$ cat src/rtl/core/ctc3d_pkg.sv
`timescale 1ns / 1ps
// ----------------------------------------------------------------------------
// ctc3d_pkg
// Shared widths, request and register codes, and types for the three-way
// contingency table counter.
// ----------------------------------------------------------------------------
package ctc3d_pkg;

  localparam int LEVEL_W    = 5;
  localparam int REQ_W      = 2;
  localparam int OUT_W      = 32;
  localparam int CFG_IDX_W  = 2;
  localparam int LVL_CMP_W  = 9;
  localparam int OP_W       = 2;

  localparam logic [REQ_W-1:0] REQ_ADD   = 2'd0;
  localparam logic [REQ_W-1:0] REQ_READ  = 2'd1;
  localparam logic [REQ_W-1:0] REQ_CLEAR = 2'd2;
  localparam logic [REQ_W-1:0] REQ_SPARE = 2'd3;

  localparam logic [CFG_IDX_W-1:0] CFG_X_LEVELS = 2'd0;
  localparam logic [CFG_IDX_W-1:0] CFG_Y_LEVELS = 2'd1;
  localparam logic [CFG_IDX_W-1:0] CFG_Z_LEVELS = 2'd2;

  localparam logic [LEVEL_W-1:0] X_COUNT_RST = 5'd16;
  localparam logic [LEVEL_W-1:0] Y_COUNT_RST = 5'd16;
  localparam logic [LEVEL_W-1:0] Z_COUNT_RST = 5'd1;

  typedef enum logic [OP_W-1:0] {
    OP_ADD    = 2'd0,
    OP_READ   = 2'd1,
    OP_CLEAR  = 2'd2,
    OP_REJECT = 2'd3
  } op_e;

  typedef enum logic [1:0] {
    ST_SWEEP  = 2'd0,
    ST_IDLE   = 2'd1,
    ST_UPDATE = 2'd2
  } back_state_e;

endpackage

$ cat src/rtl/core/ctc3d_front.sv
`timescale 1ns / 1ps
// ----------------------------------------------------------------------------
// ctc3d_front
// Holds the level count registers, accepts request transactions, checks the
// levels against the configured range and pushes a classified command.
// ----------------------------------------------------------------------------
module ctc3d_front
  import ctc3d_pkg::*;
#(
  parameter int MAX_X_LEVELS = 16,
  parameter int MAX_Y_LEVELS = 16,
  parameter int MAX_Z_LEVELS = 16,
  parameter int CMD_W        = 14
) (
  input  logic                 clk_i,
  input  logic                 rst_ni,
  input  logic                 cfg_we_i,
  input  logic [CFG_IDX_W-1:0] cfg_idx_i,
  input  logic [LEVEL_W-1:0]   cfg_wdata_i,
  input  logic                 in_valid_i,
  output logic                 in_ready_o,
  input  logic [REQ_W-1:0]     req_type_i,
  input  logic [LEVEL_W-1:0]   x_level_i,
  input  logic [LEVEL_W-1:0]   y_level_i,
  input  logic [LEVEL_W-1:0]   z_level_i,
  input  logic                 q_ready_i,
  input  logic                 init_busy_i,
  output logic                 push_o,
  output logic [CMD_W-1:0]     cmd_o
);

  localparam int XW = (MAX_X_LEVELS > 1) ? $clog2(MAX_X_LEVELS) : 1;
  localparam int YW = (MAX_Y_LEVELS > 1) ? $clog2(MAX_Y_LEVELS) : 1;
  localparam int ZW = (MAX_Z_LEVELS > 1) ? $clog2(MAX_Z_LEVELS) : 1;
  localparam logic [LVL_CMP_W-1:0] X_LIM = LVL_CMP_W'(MAX_X_LEVELS);
  localparam logic [LVL_CMP_W-1:0] Y_LIM = LVL_CMP_W'(MAX_Y_LEVELS);
  localparam logic [LVL_CMP_W-1:0] Z_LIM = LVL_CMP_W'(MAX_Z_LEVELS);

  logic [LEVEL_W-1:0] x_count_q, y_count_q, z_count_q;
  logic               levels_ok;
  op_e                op;
  logic [XW-1:0]      x_idx;
  logic [YW-1:0]      y_idx;
  logic [ZW-1:0]      z_idx;

  function automatic logic level_ok(input logic [LEVEL_W-1:0]   lvl,
                                    input logic [LEVEL_W-1:0]   used,
                                    input logic [LVL_CMP_W-1:0] lim);
    return (lvl != '0) && (lvl <= used) && (LVL_CMP_W'(lvl) <= lim);
  endfunction

  always_ff @(posedge clk_i or negedge rst_ni) begin
    if (!rst_ni) begin
      x_count_q <= X_COUNT_RST;
      y_count_q <= Y_COUNT_RST;
      z_count_q <= Z_COUNT_RST;
    end else if (cfg_we_i) begin
      unique case (cfg_idx_i)
        CFG_X_LEVELS: x_count_q <= cfg_wdata_i;
        CFG_Y_LEVELS: y_count_q <= cfg_wdata_i;
        CFG_Z_LEVELS: z_count_q <= cfg_wdata_i;
        default: ;
      endcase
    end
  end

  assign levels_ok = level_ok(x_level_i, x_count_q, X_LIM) &&
                     level_ok(y_level_i, y_count_q, Y_LIM) &&
                     level_ok(z_level_i, z_count_q, Z_LIM);

  always_comb begin
    unique case (req_type_i) inside
      REQ_ADD:             op = levels_ok ? OP_ADD : OP_REJECT;
      REQ_CLEAR:           op = OP_CLEAR;
      REQ_READ, REQ_SPARE: op = levels_ok ? OP_READ : OP_REJECT;
      default:             op = OP_READ;
    endcase
  end

  // Levels are 1-based; in-range levels always fit the index width.
  assign x_idx = XW'(x_level_i - LEVEL_W'(1));
  assign y_idx = YW'(y_level_i - LEVEL_W'(1));
  assign z_idx = ZW'(z_level_i - LEVEL_W'(1));

  assign in_ready_o = q_ready_i && !init_busy_i;
  assign push_o     = in_valid_i && in_ready_o;
  assign cmd_o      = {op, z_idx, x_idx, y_idx};

endmodule

$ cat config.mk
export PLATFORM = sky130hd
export DESIGN_NAME = ctc3d_front
export DESIGN_NICKNAME = d
export VERILOG_FILES = /design/src/rtl/core/ctc3d_pkg.sv /design/src/rtl/core/ctc3d_front.sv
export SDC_FILE = /design/constraint.sdc
export NUM_CORES = 1
export LEC_CHECK = 0
export BUFFER_PORTS_ARGS = -buffer_cell sky130_fd_sc_hd__buf_4
export CORE_MARGIN = 4
export CORE_UTILIZATION = 33
export CTS_BUF_LIST = sky130_fd_sc_hd__clkbuf_4
export CTS_CLUSTER_DIAMETER = 100
export DETAILED_ROUTE_END_ITERATION = 8
export HOLD_SLACK_MARGIN = 0.05
export SYNTH_ARGS = -nofsm -noshare
export SYNTH_HDL_FRONTEND = slang
export SYNTH_SLANG_ARGS = --single-unit
$ cat constraint.sdc
create_clock -name clk_i -period 3.9 [get_ports clk_i]
set_input_delay 0.195 -clock clk_i [delete_from_list [all_inputs] [get_ports clk_i]]
set_output_delay 0.195 -clock clk_i [all_outputs]
set_load 0.05 [all_outputs]
==> reports/metrics.cfg <==
[status]
status = finished, final reports clean

[logic_synthesis]
synth_cell_types = 26
synth_top_area_cell = dfrtp_1
async_reset_ff_share_pct = 100
seq_area_frac_synth_pct = 31.1
synth_edf_count = 0
netlist_top_cells_area = dfrtp_1 25%, ha_1 21%, mux2_2 10%, inv_1 7.1%, dfstp_2 6.5%
yosysMostFrequentCell = inv_1
synth_common_cells = 23 x inv_1, 20 x ha_1, 12 x dfrtp_1, 11 x mux2_2, 9 x xor2_1
yosys_most_used_dff = dfrtp_1
synth_fp_nets = 173
ys_warn_count = 0
ys_seq_elements = 15
syn_inst = 123
syn_avg_cell_area_um2 = 9.92
netlist_area_um2 = 1220
synth_top_area_share_pct = 24.6

[die]
die-area_um2 = 4730
start_util_pct = 35.4
die_h_um = 68.8
core_um2 = 3440
num_rows = 21
die_x_um = 68.8
ioPinCount = 46

[setup_path]
path_class = reg2out
cp_slowest_cell = dfrtp_1
cp_max_fo = 2
worst_setup_path_start_kind = flop
worstPathRequired_ns = 3.70
endpoint_kind = output port
crit_chain = inv_1 -> ha_1 -> o21ai_0 -> a21oi_1 -> o31ai_1 -> and4_4 -> o21bai_2 -> buf_4
cpPeakStageDelay_ns = 0.36
critPathArrivalTime_ns = 1.97

[clock_tree]
post_cts_resized = 0
insertion_delay_ns = 0.28
ctsLongestPathBuffers = 2
tritoncts = built
cts.sinks = 15
clk_pin_slew_ns = 0.08
h-tree-depth = 1
cts_buffers = 3
cts_root_buf = clkbuf_4

[min_path]
hp-class = in2reg

[power_and_ir_drop]
power.density_nw_per_um2 = 323
p_leak_nw = 0.863
worst_ir_drop_vdd_v = 0.000184

[cells_and_area]
fin_util_pct = 48.1
nFillCells = 351
design_area_um2 = 1660
num-nets-final = 224
area_growth_pct = 35.7
diodes = 0
final_layout_size_suffix_gt1_share_pct = 41.6

[flow_run]
max-cap-violations = 0

[routing]
ant_nets = 0
wl_um = 2620
drcViolationCount = 0
wl_per_cell_um = 11.9
drtIter0Drc = 14
vias = 1026
first_pass_iters = 4
viasPerCell = 4.68

[timing]
hold_viol = 0
period_needed_ns = 2.16
finalCritPeriodShare_pct = 55.5
timing.fmax_mhz = 462
rsz0062_at_grt = no
finalSetupViolCount = 0
finalSetupTns_ns = 0
worstMarginPinSlew_ns = 0.474
finalMaxSlewViolations = 0
fin_skew_ns = 0
slew_headroom_pct = 68.2

[placement]
routabilityCongestion = 0.748
post_dp_cell_area_um2 = 1620
port-buffer-count = 45
hpwlAfterDp_um = 2340

[global_routing]
grt_max_degree = 16
grt_overflow = 0
antenna_found_initial = 0
grt_pass1_vias = 1013
grt_pass1_wl_um = 4330
grt_util_all_layers_pct = 12.2

[cell families (layout without fill, tap and decap cells)]
kind of cell	Yosys count	after routing	share of synthesized area, %
AND/OR/NAND/NOR	28	28	15.1
buffers and inverters	23	73	7.08
adder cells (fa/ha/maj)	20	20	20.5
AO/OA/AOI/OAI	17	17	9.64
flip-flops	15	15	31.1
multiplexers	11	11	10.2
XOR/XNOR	9	9	6.46
[through the flow]
step,instances,hold WS [ns],worst slack (ns),power [W]
6_report,219,0.139,1.74,0.000534
5_1_grt,219,0.146,1.55,0.000580
4_1_cts,219,0.134,1.71,0.000543
3_5_place_dp,214,0.0603,2.03,0.000445
3_3_place_gp,214,0.0588,2.06,0.000436
2_1_floorplan,123,-0.101,1.86,0.000361
[layer usage]
layer  GRT usage, %  part of all wire, %
met5              0                    0
met4           4.38                  1.3
met3           1.94                  6.0
met2           19.7                   48
met1           16.4                   45
[worst paths after layout]
| check | to | slack (ns) | cells past startpoint | from |
|---|---|---|---|---|
| min reg2reg | z_count_q[3] | 0.51 | 1 | z_count_q[3] |
| max in group asynchronous | x_count_q[4] | 3.36 | 2 | rst_ni |
| max | cmd_o[12] | 1.74 | 8 | x_count_q[2] |
| max reg2reg | x_count_q[4] | 3.10 | 2 | x_count_q[4] |
| min in group asynchronous | z_count_q[2] | 0.30 | 2 | rst_ni |
| min | x_count_q[1] | 0.14 | 3 | cfg_wdata_i[1] |
[state kept, by name, indices dropped and copies added, names as in the netlist]
register	cells
z_count_q	5
y_count_q	5
x_count_q	5
[layout by cell type (no fill, tap or decap), types with 2 or more instances in the layout]
master	instances
buf_4	45
inv_1	23
ha_1	20
dfrtp_1	12
mux2_2	11
xor2_1	9
o21ai_0	6
nor2_1	5
nor3_1	4
a21oi_1	4
nor3b_2	4
nand2_1	4
clkbuf_4	4
dfstp_2	3
nand2b_1	2
and4_1	2
o31ai_1	2
nand3b_1	2
[power breakdown]
part           leakage [nW]  switching [W]  internal [W]
Combinational         0.669       0.000133      0.000106
Clock                0.0184      0.0000472     0.0000467
Sequential            0.175      0.0000134      0.000188
Total                 0.863       0.000194      0.000341
[final cells by class]
cell class / count / area [um2] / share of cell area [%]
Inverter: 23 / 86.3 / 5.22
Sequential cell: 15 / 379 / 22.9
Multi-Input combinational cell: 85 / 754 / 45.6
Clock buffer: 4 / 30.0 / 1.81
Tap cell: 46 / 57.6 / 3.48
Timing Repair Buffer: 46 / 348 / 21.0
[timing repair]
item	4_1_cts	5_1_grt
hold endpoints to repair	15	0
buffers inserted	0	0
hold buffers	1	0
[worst max-delay path: cells and delay by family (launching register included)]
kind	cells	cell delay, ns
buffers and inverters	2	0.26
adder cells (fa/ha/maj)	1	0.23
AO/OA/AOI/OAI	4	0.56
AND/OR/NAND/NOR	1	0.29
flip-flops	1	0.36
(Power assumes the default switching activity.)
