[config.mk]
export PLATFORM = sky130hd
export DESIGN_NAME = ctc3d_queue
export DESIGN_NICKNAME = d
export VERILOG_FILES = /design/src/rtl/core/ctc3d_queue.sv
export SDC_FILE = /design/constraint.sdc
export NUM_CORES = 1
export LEC_CHECK = 0
export ABC_AREA = 1
export BUFFER_PORTS_ARGS = -buffer_cell sky130_fd_sc_hd__buf_2
export CAP_MARGIN = 20
export CORE_MARGIN = 2
export CORE_UTILIZATION = 30
export CTS_BUF_LIST = sky130_fd_sc_hd__clkbuf_16
export CTS_CLUSTER_SIZE = 16
export DETAILED_ROUTE_END_ITERATION = 10
export GPL_ROUTABILITY_DRIVEN = 0
export SETUP_SLACK_MARGIN = 0.15
export SLEW_MARGIN = 20
export SYNTH_ARGS = -nofsm -noshare
export SYNTH_HDL_FRONTEND = slang
export SYNTH_SLANG_ARGS = --single-unit
[constraint.sdc]
create_clock -name clk_i -period 2.9 [get_ports clk_i]
set_input_delay 0.725 -clock clk_i [delete_from_list [all_inputs] [get_ports clk_i]]
set_output_delay 0.725 -clock clk_i [all_outputs]
set_load 0.02 [all_outputs]
[src/rtl/core/ctc3d_queue.sv]
`timescale 1ns / 1ps
// ----------------------------------------------------------------------------
// ctc3d_queue
// Two-entry command queue between the front and back ends.
// ----------------------------------------------------------------------------
module ctc3d_queue #(
  parameter int W = 14
) (
  input  logic         clk_i,
  input  logic         rst_ni,
  input  logic         push_i,
  input  logic [W-1:0] data_i,
  output logic         ready_o,
  output logic         valid_o,
  output logic [W-1:0] data_o,
  input  logic         pop_i
);

  localparam logic [1:0] CNT_FULL = 2'd2;

  logic [W-1:0] ent_q [2];
  logic         wr_q, rd_q;
  logic [1:0]   cnt_q;

  assign ready_o = (cnt_q != CNT_FULL);
  assign valid_o = (cnt_q != '0);
  assign data_o  = ent_q[rd_q];

  always_ff @(posedge clk_i) begin
    if (push_i) begin
      ent_q[wr_q] <= data_i;
    end
  end

  always_ff @(posedge clk_i or negedge rst_ni) begin
    if (!rst_ni) begin
      wr_q  <= 1'b0;
      rd_q  <= 1'b0;
      cnt_q <= '0;
    end else begin
      if (push_i) begin
        wr_q <= ~wr_q;
      end
      if (pop_i) begin
        rd_q <= ~rd_q;
      end
      if (push_i && !pop_i) begin
        cnt_q <= cnt_q + 2'd1;
      end else if (pop_i && !push_i) begin
        cnt_q <= cnt_q - 2'd1;
      end
    end
  end

endmodule

==> impl_metrics.json, run 1 <==
{
  "critPathKind": "reg -> out",
  "grt_use_total": 0.0903,
  "drc": 0,
  "power_leakage_nw": 0.685,
  "outcome": "finished, final reports clean",
  "max-vdd-ir-drop_mv": 0.455,
  "syn_area_um2": 1270,
  "cts-resized-gates": 0,
  "p_per_area_nw_per_um2": 1020,
  "clockPowerShare": 0.281,
  "antenna_cells": 0,
  "clkTransAtPathRegs_ns": 0.05,
  "drive_gt1_frac": 0.486,
  "cp_max_fo": 15,
  "critPathRequiredTime_ns": 2.17,
  "core_area_um2": 4030,
  "netlist_instances": 69,
  "yosys_warnings": 0,
  "insertion_delay_ns": 0.26,
  "max_slew.worst_pin.slew_ns": 0.779,
  "final_core_util": 0.400,
  "placed_cells": 151,
  "fin_nets": 127,
  "die_area_um2": 4770,
  "row_count": 23,
  "vias_per_cell": 4.22,
  "grt_setup_unrepaired": "no",
  "drt_iter0_drc": 33,
  "cts-root-buf": "clkbuf_16",
  "maxSlewViolCount": 0,
  "cp-start-kind": "flop",
  "grt_pass1_wl_um": 3260,
  "io_pins": 34,
  "wl_per_cell_um": 12.6,
  "fp.dieW_um": 69.1,
  "switchingPower_w": 0.000496,
  "overflow": 0,
  "crit_arrival_ns": 1.67,
  "grt_pass1_vias": 723,
  "synth_seq_cells": 32,
  "postSynthAreaPerCell_um2": 18.4,
  "finalSetupTns_ns": 0,
  "finalCritPeriodShare": 0.826,
  "seqPwrFrac": 0.428,
  "dr.pass1.iters": 4,
  "cts_setup_buffers": 0,
  "route.vias.total": 671,
  "slew_headroom": 0.481,
  "initial_utilization": 0.315,
  "fin_crit_ns": 2.40,
  "cts_hold_buf": 0,
  "final_cell_count_no_fill": 159,
  "max_freq_mhz": 417,
  "hold_violations": 0,
  "area_growth_pct": 26.8,
  "dpl.hpwl_um": 1450,
  "seq_area_frac_synth": 0.741,
  "fin_skew_ns": 0.00242,
  "cts.sinks": 32,
  "io_buffers": 33,
  "timing.final.ws_setup_ns": 0.503,
  "switching_share": 0.301,
  "numCtsBuffers": 5,
  "htreeDepth": 2,
  "maxCapViolations": 0,
  "synth_cell_types": 14,
  "power_frac_comb": 0.291,
  "endpoint_kind": "primary output",
  "finalPower_w": 0.00165,
  "antenna_found_initial": 0,
  "setup-violations-final": 0,
  "detail-route-antenna-nets": 0,
  "intPower_w": 0.00115,
  "grt_max_degree": 16,
  "cts_tree": "done",
  "hold_class": "in -> async",
  "die_height_um": 69.1,
  "drt_wl_total_um": 2010,
  "place_ws_ns": 0.728,
  "clock_path_buffers": 2,
  "synth.net_count": 88
}
[area by class of cell]
class | count | area [µm²]
Clock inverter | 3 | 11.3
Inverter | 7 | 26.3
Tap cell | 50 | 62.6
Clock buffer | 5 | 125
Timing Repair Buffer | 34 | 173
Multi-Input combinational cell | 28 | 272
Sequential cell | 32 | 941
Fill cell | 401 | 2420
[per-stage QoR]
stage	hold WS, ns	cell area, µm²
after detailed placement	0.495	1470
after floorplan	0.429	1270
after global routing	0.252	1610
after CTS	0.254	1610
after global placement	0.477	1470
final	0.256	1610
[cell usage in the layout (no fill, tap or decap), drive strengths merged]
| cell type | instances |
|---|---|
| nor2 | 1 |
| buf | 34 |
| ha | 1 |
| mux2 | 14 |
| xor2 | 2 |
| clkinv | 2 |
| dfrtp | 4 |
| nand2 | 7 |
| edfxtp | 28 |
| nand3 | 1 |
| clkbuf | 5 |
| inv | 8 |
| nand4 | 1 |
| xnor2 | 1 |
[registers in the layout, indices dropped and copies added (netlist names)]
signal	count
cnt_q	2
wr_q	1
ent_q	28
rd_q	1
[synth_stat cells (all sizes together)]
cell    number  area share
mux2        14        0.15
xnor2        1      0.0069
edfxtp      28        0.66
nand3        1      0.0039
xor2         2       0.014
dfrtp        4       0.079
inv          7       0.021
nand4        1      0.0049
ha           1      0.0099
nor2         1      0.0030
nand2        7       0.021
buf          2       0.025
[path summary, 6_finish.rpt]
check                       start           to  slack, ns  cells after the start
max                          rd_q    data_o[7]       0.50                      2
min                        rst_ni     cnt_q[1]       0.26                      1
max reg2reg                  wr_q  ent_q[0][0]       1.44                      2
min reg2reg                  wr_q         wr_q       0.50                      1
max in group asynchronous  rst_ni         wr_q       2.52                      1
min in group clk_i           wr_q         wr_q       0.50                      1
[worst max-delay path, cell delays in order, from the launching register on]
cell and delay [ns]:
dfrtp_1 0.84, mux2_2 0.41, buf_2 0.16
[cells by family after synthesis]
| family | count (synthesis) | share of synthesized area |
|---|---|---|
| multiplexers | 14 | 0.151 |
| flip-flops | 32 | 0.741 |
| AND/OR/NAND/NOR | 10 | 0.0325 |
| adder cells (fa/ha/maj) | 1 | 0.00985 |
| XOR/XNOR | 3 | 0.0207 |
| buffers and inverters | 9 | 0.0453 |
[per-layer routing]
metal | global-route usage | part of all wire | wire, µm
met5 | 0 | 0 | 0
met3 | 0.0424 | 0.049 | 99
met1 | 0.0891 | 0.40 | 802
met4 | 0.0392 | 0.013 | 27
met2 | 0.160 | 0.54 | 1080
[power by group through the flow]
| stage | Combinational, W | Sequential, W | Clock, W |
|---|---|---|---|
| floorplan | 0.000435 | 0.000658 | 0 |
| detailed placement | 0.000491 | 0.000719 | 0 |
| CTS | 0.000493 | 0.000711 | 0.000478 |
| finish | 0.000480 | 0.000706 | 0.000464 |
| global placement | 0.000482 | 0.000711 | 0 |
| global route | 0.000515 | 0.000722 | 0.000502 |
Power figures use the tool's default switching activity.
==> run 2: changes to the inputs <==
==> constraint.sdc (replaced) <==
create_clock -name clk_i -period 2.25 [get_ports clk_i]
set_input_delay 0.5625 -clock clk_i [delete_from_list [all_inputs] [get_ports clk_i]]
set_output_delay 0.5625 -clock clk_i [all_outputs]
set_load 0.02 [all_outputs]
==> impl_metrics.json, run 2 (synthesis results as in run 1) <==
{
  "outcome": "finished, final reports clean",
  "top_regs": "ent_q (28), cnt_q (2)",
  "clkTransAtPathRegs_ns": 0.05,
  "cts_hold_buf": 0,
  "reg2reg_slack_ns": 1.01,
  "endpoint_kind": "primary output",
  "cts_tree": "done",
  "drive_gt1_frac": 0.491,
  "wl_per_cell_um": 12.6,
  "cts.sinks": 32,
  "antenna_cells": 0,
  "fin_skew_ns": 0.00258,
  "die_height_um": 69.1,
  "drt_wl_total_um": 2020,
  "initial_utilization": 0.315,
  "grt_setup_unrepaired": "no",
  "row_count": 23,
  "max_freq_mhz": 498,
  "area_growth_pct": 28.4,
  "r2r.worst_path.cells": 2,
  "core_area_um2": 4030,
  "antenna_found_initial": 0,
  "place_area_um2": 1490,
  "critPathSlowestCell": "dfrtp_1",
  "htreeDepth": 2,
  "maxSlewViolCount": 0,
  "critPathKind": "reg -> out",
  "max_slew.worst_pin.slew_ns": 0.579,
  "cts_setup_buffers": 0,
  "fp.dieW_um": 69.1,
  "grt_use_total": 0.0911,
  "dpl.hpwl_um": 1470,
  "fin_crit_ns": 2.01,
  "power_leakage_nw": 0.698,
  "max-vdd-ir-drop_mv": 0.409,
  "critPathMaxStageDelay_ns": 0.50,
  "placed_cells": 152,
  "rr_startpoint": "wr_q",
  "final_area_um2": 1630,
  "final_cell_count_no_fill": 160,
  "clock_path_buffers": 2,
  "setup-violations-final": 0,
  "io_pins": 34,
  "grt_max_degree": 15,
  "crit_arrival_ns": 1.44,
  "vias_per_cell": 4.18,
  "critPathRequiredTime_ns": 1.69,
  "layout_commonest_cell": "buf_2",
  "cp_num_cells": 3,
  "insertion_delay_ns": 0.27,
  "fin_nets": 128,
  "detail-route-antenna-nets": 0,
  "io_buffers": 33,
  "die_area_um2": 4770,
  "cp_cell_sequence": "buf_12 > mux2_2 > buf_2",
  "layout_common_cells": "buf_2, edfxtp_1, mux2_4, inv_1, nand2_1",
  "rr_endpoint": "ent_q[1][4]",
  "grt_pass1_vias": 730,
  "dr.pass1.iters": 4,
  "hold_class": "in -> async",
  "finalSetupTns_ns": 0,
  "slew_headroom": 0.614,
  "route.vias.total": 668,
  "maxCapViolations": 0,
  "cp-start-kind": "flop",
  "overflow": 0,
  "max_flop_register": "ent_q",
  "cp.buffers_inverters": 2,
  "drc": 0,
  "p_per_area_nw_per_um2": 1330,
  "cts-resized-gates": 0,
  "drt_iter0_drc": 67,
  "hold_violations": 0,
  "crit_family": "flip-flops",
  "grt_pass1_wl_um": 3260,
  "holdWs_ns": 0.0947,
  "numCtsBuffers": 5,
  "cp_max_fo": 10,
  "largest_register_ffs": 28,
  "cts-root-buf": "clkbuf_16",
  "finalCritPeriodShare": 0.892
}
[run 2: cell types whose count changed in the layout (fill, tap and decap cells not counted)]
cell,delta
buf_12,+1
clkinv_1,-1
inv_1,+1
[run 2: worst max path at each step]
stage | startpoint | end | slack (ns)
finish | rd_q | data_o[8] | 0.24
global route | rd_q | data_o[8] | 0.17
CTS | rd_q | data_o[8] | 0.22
detailed placement | rd_q | data_o[8] | 0.51
global placement | rd_q | data_o[8] | 0.54
floorplan | push_i | ent_q[0][0] | 0.66
[run 2: power breakdown]
part           internal, W  switching [W]
clock             0.000395       0.000206
sequential        0.000801      0.0000697
combinational     0.000321       0.000377
[run 2: area by class of cell]
class,instances,area (µm²)
fill,390,2400
tap,50,62.6
sequential,32,941
multi-input combinational,28,272
timing repair buffer,35,193
clock inverter,3,11.3
inverter,7,26.3
clock buffer,5,125
[run 2: metrics by stage]
step                total power [W]  setup slack (ns)  utilization
finish                      0.00217             0.243        0.405
global route                0.00228             0.172        0.405
CTS                         0.00220             0.219        0.405
detailed placement          0.00159             0.510        0.371
global placement            0.00157             0.535        0.371
floorplan                   0.00141             0.665            -
[run 2: metal layers]
metal / share of wire / wire length, µm / vias to the layer above / GRT usage
met1: 0.40 / 807 / 313 / 0.0956
met2: 0.52 / 1050 / 23 / 0.150
li1: - / - / 327 / -
met4: 0.028 / 57 / 0 / 0.0719
met5: 0 / 0 / - / 0
met3: 0.053 / 106 / 5 / 0.0292
[run 2: worst reg2reg max path: stages (launching register included)]
cell and delay (ns):
dfrtp_1 0.38, nand2_1 0.06, inv_1 0.43
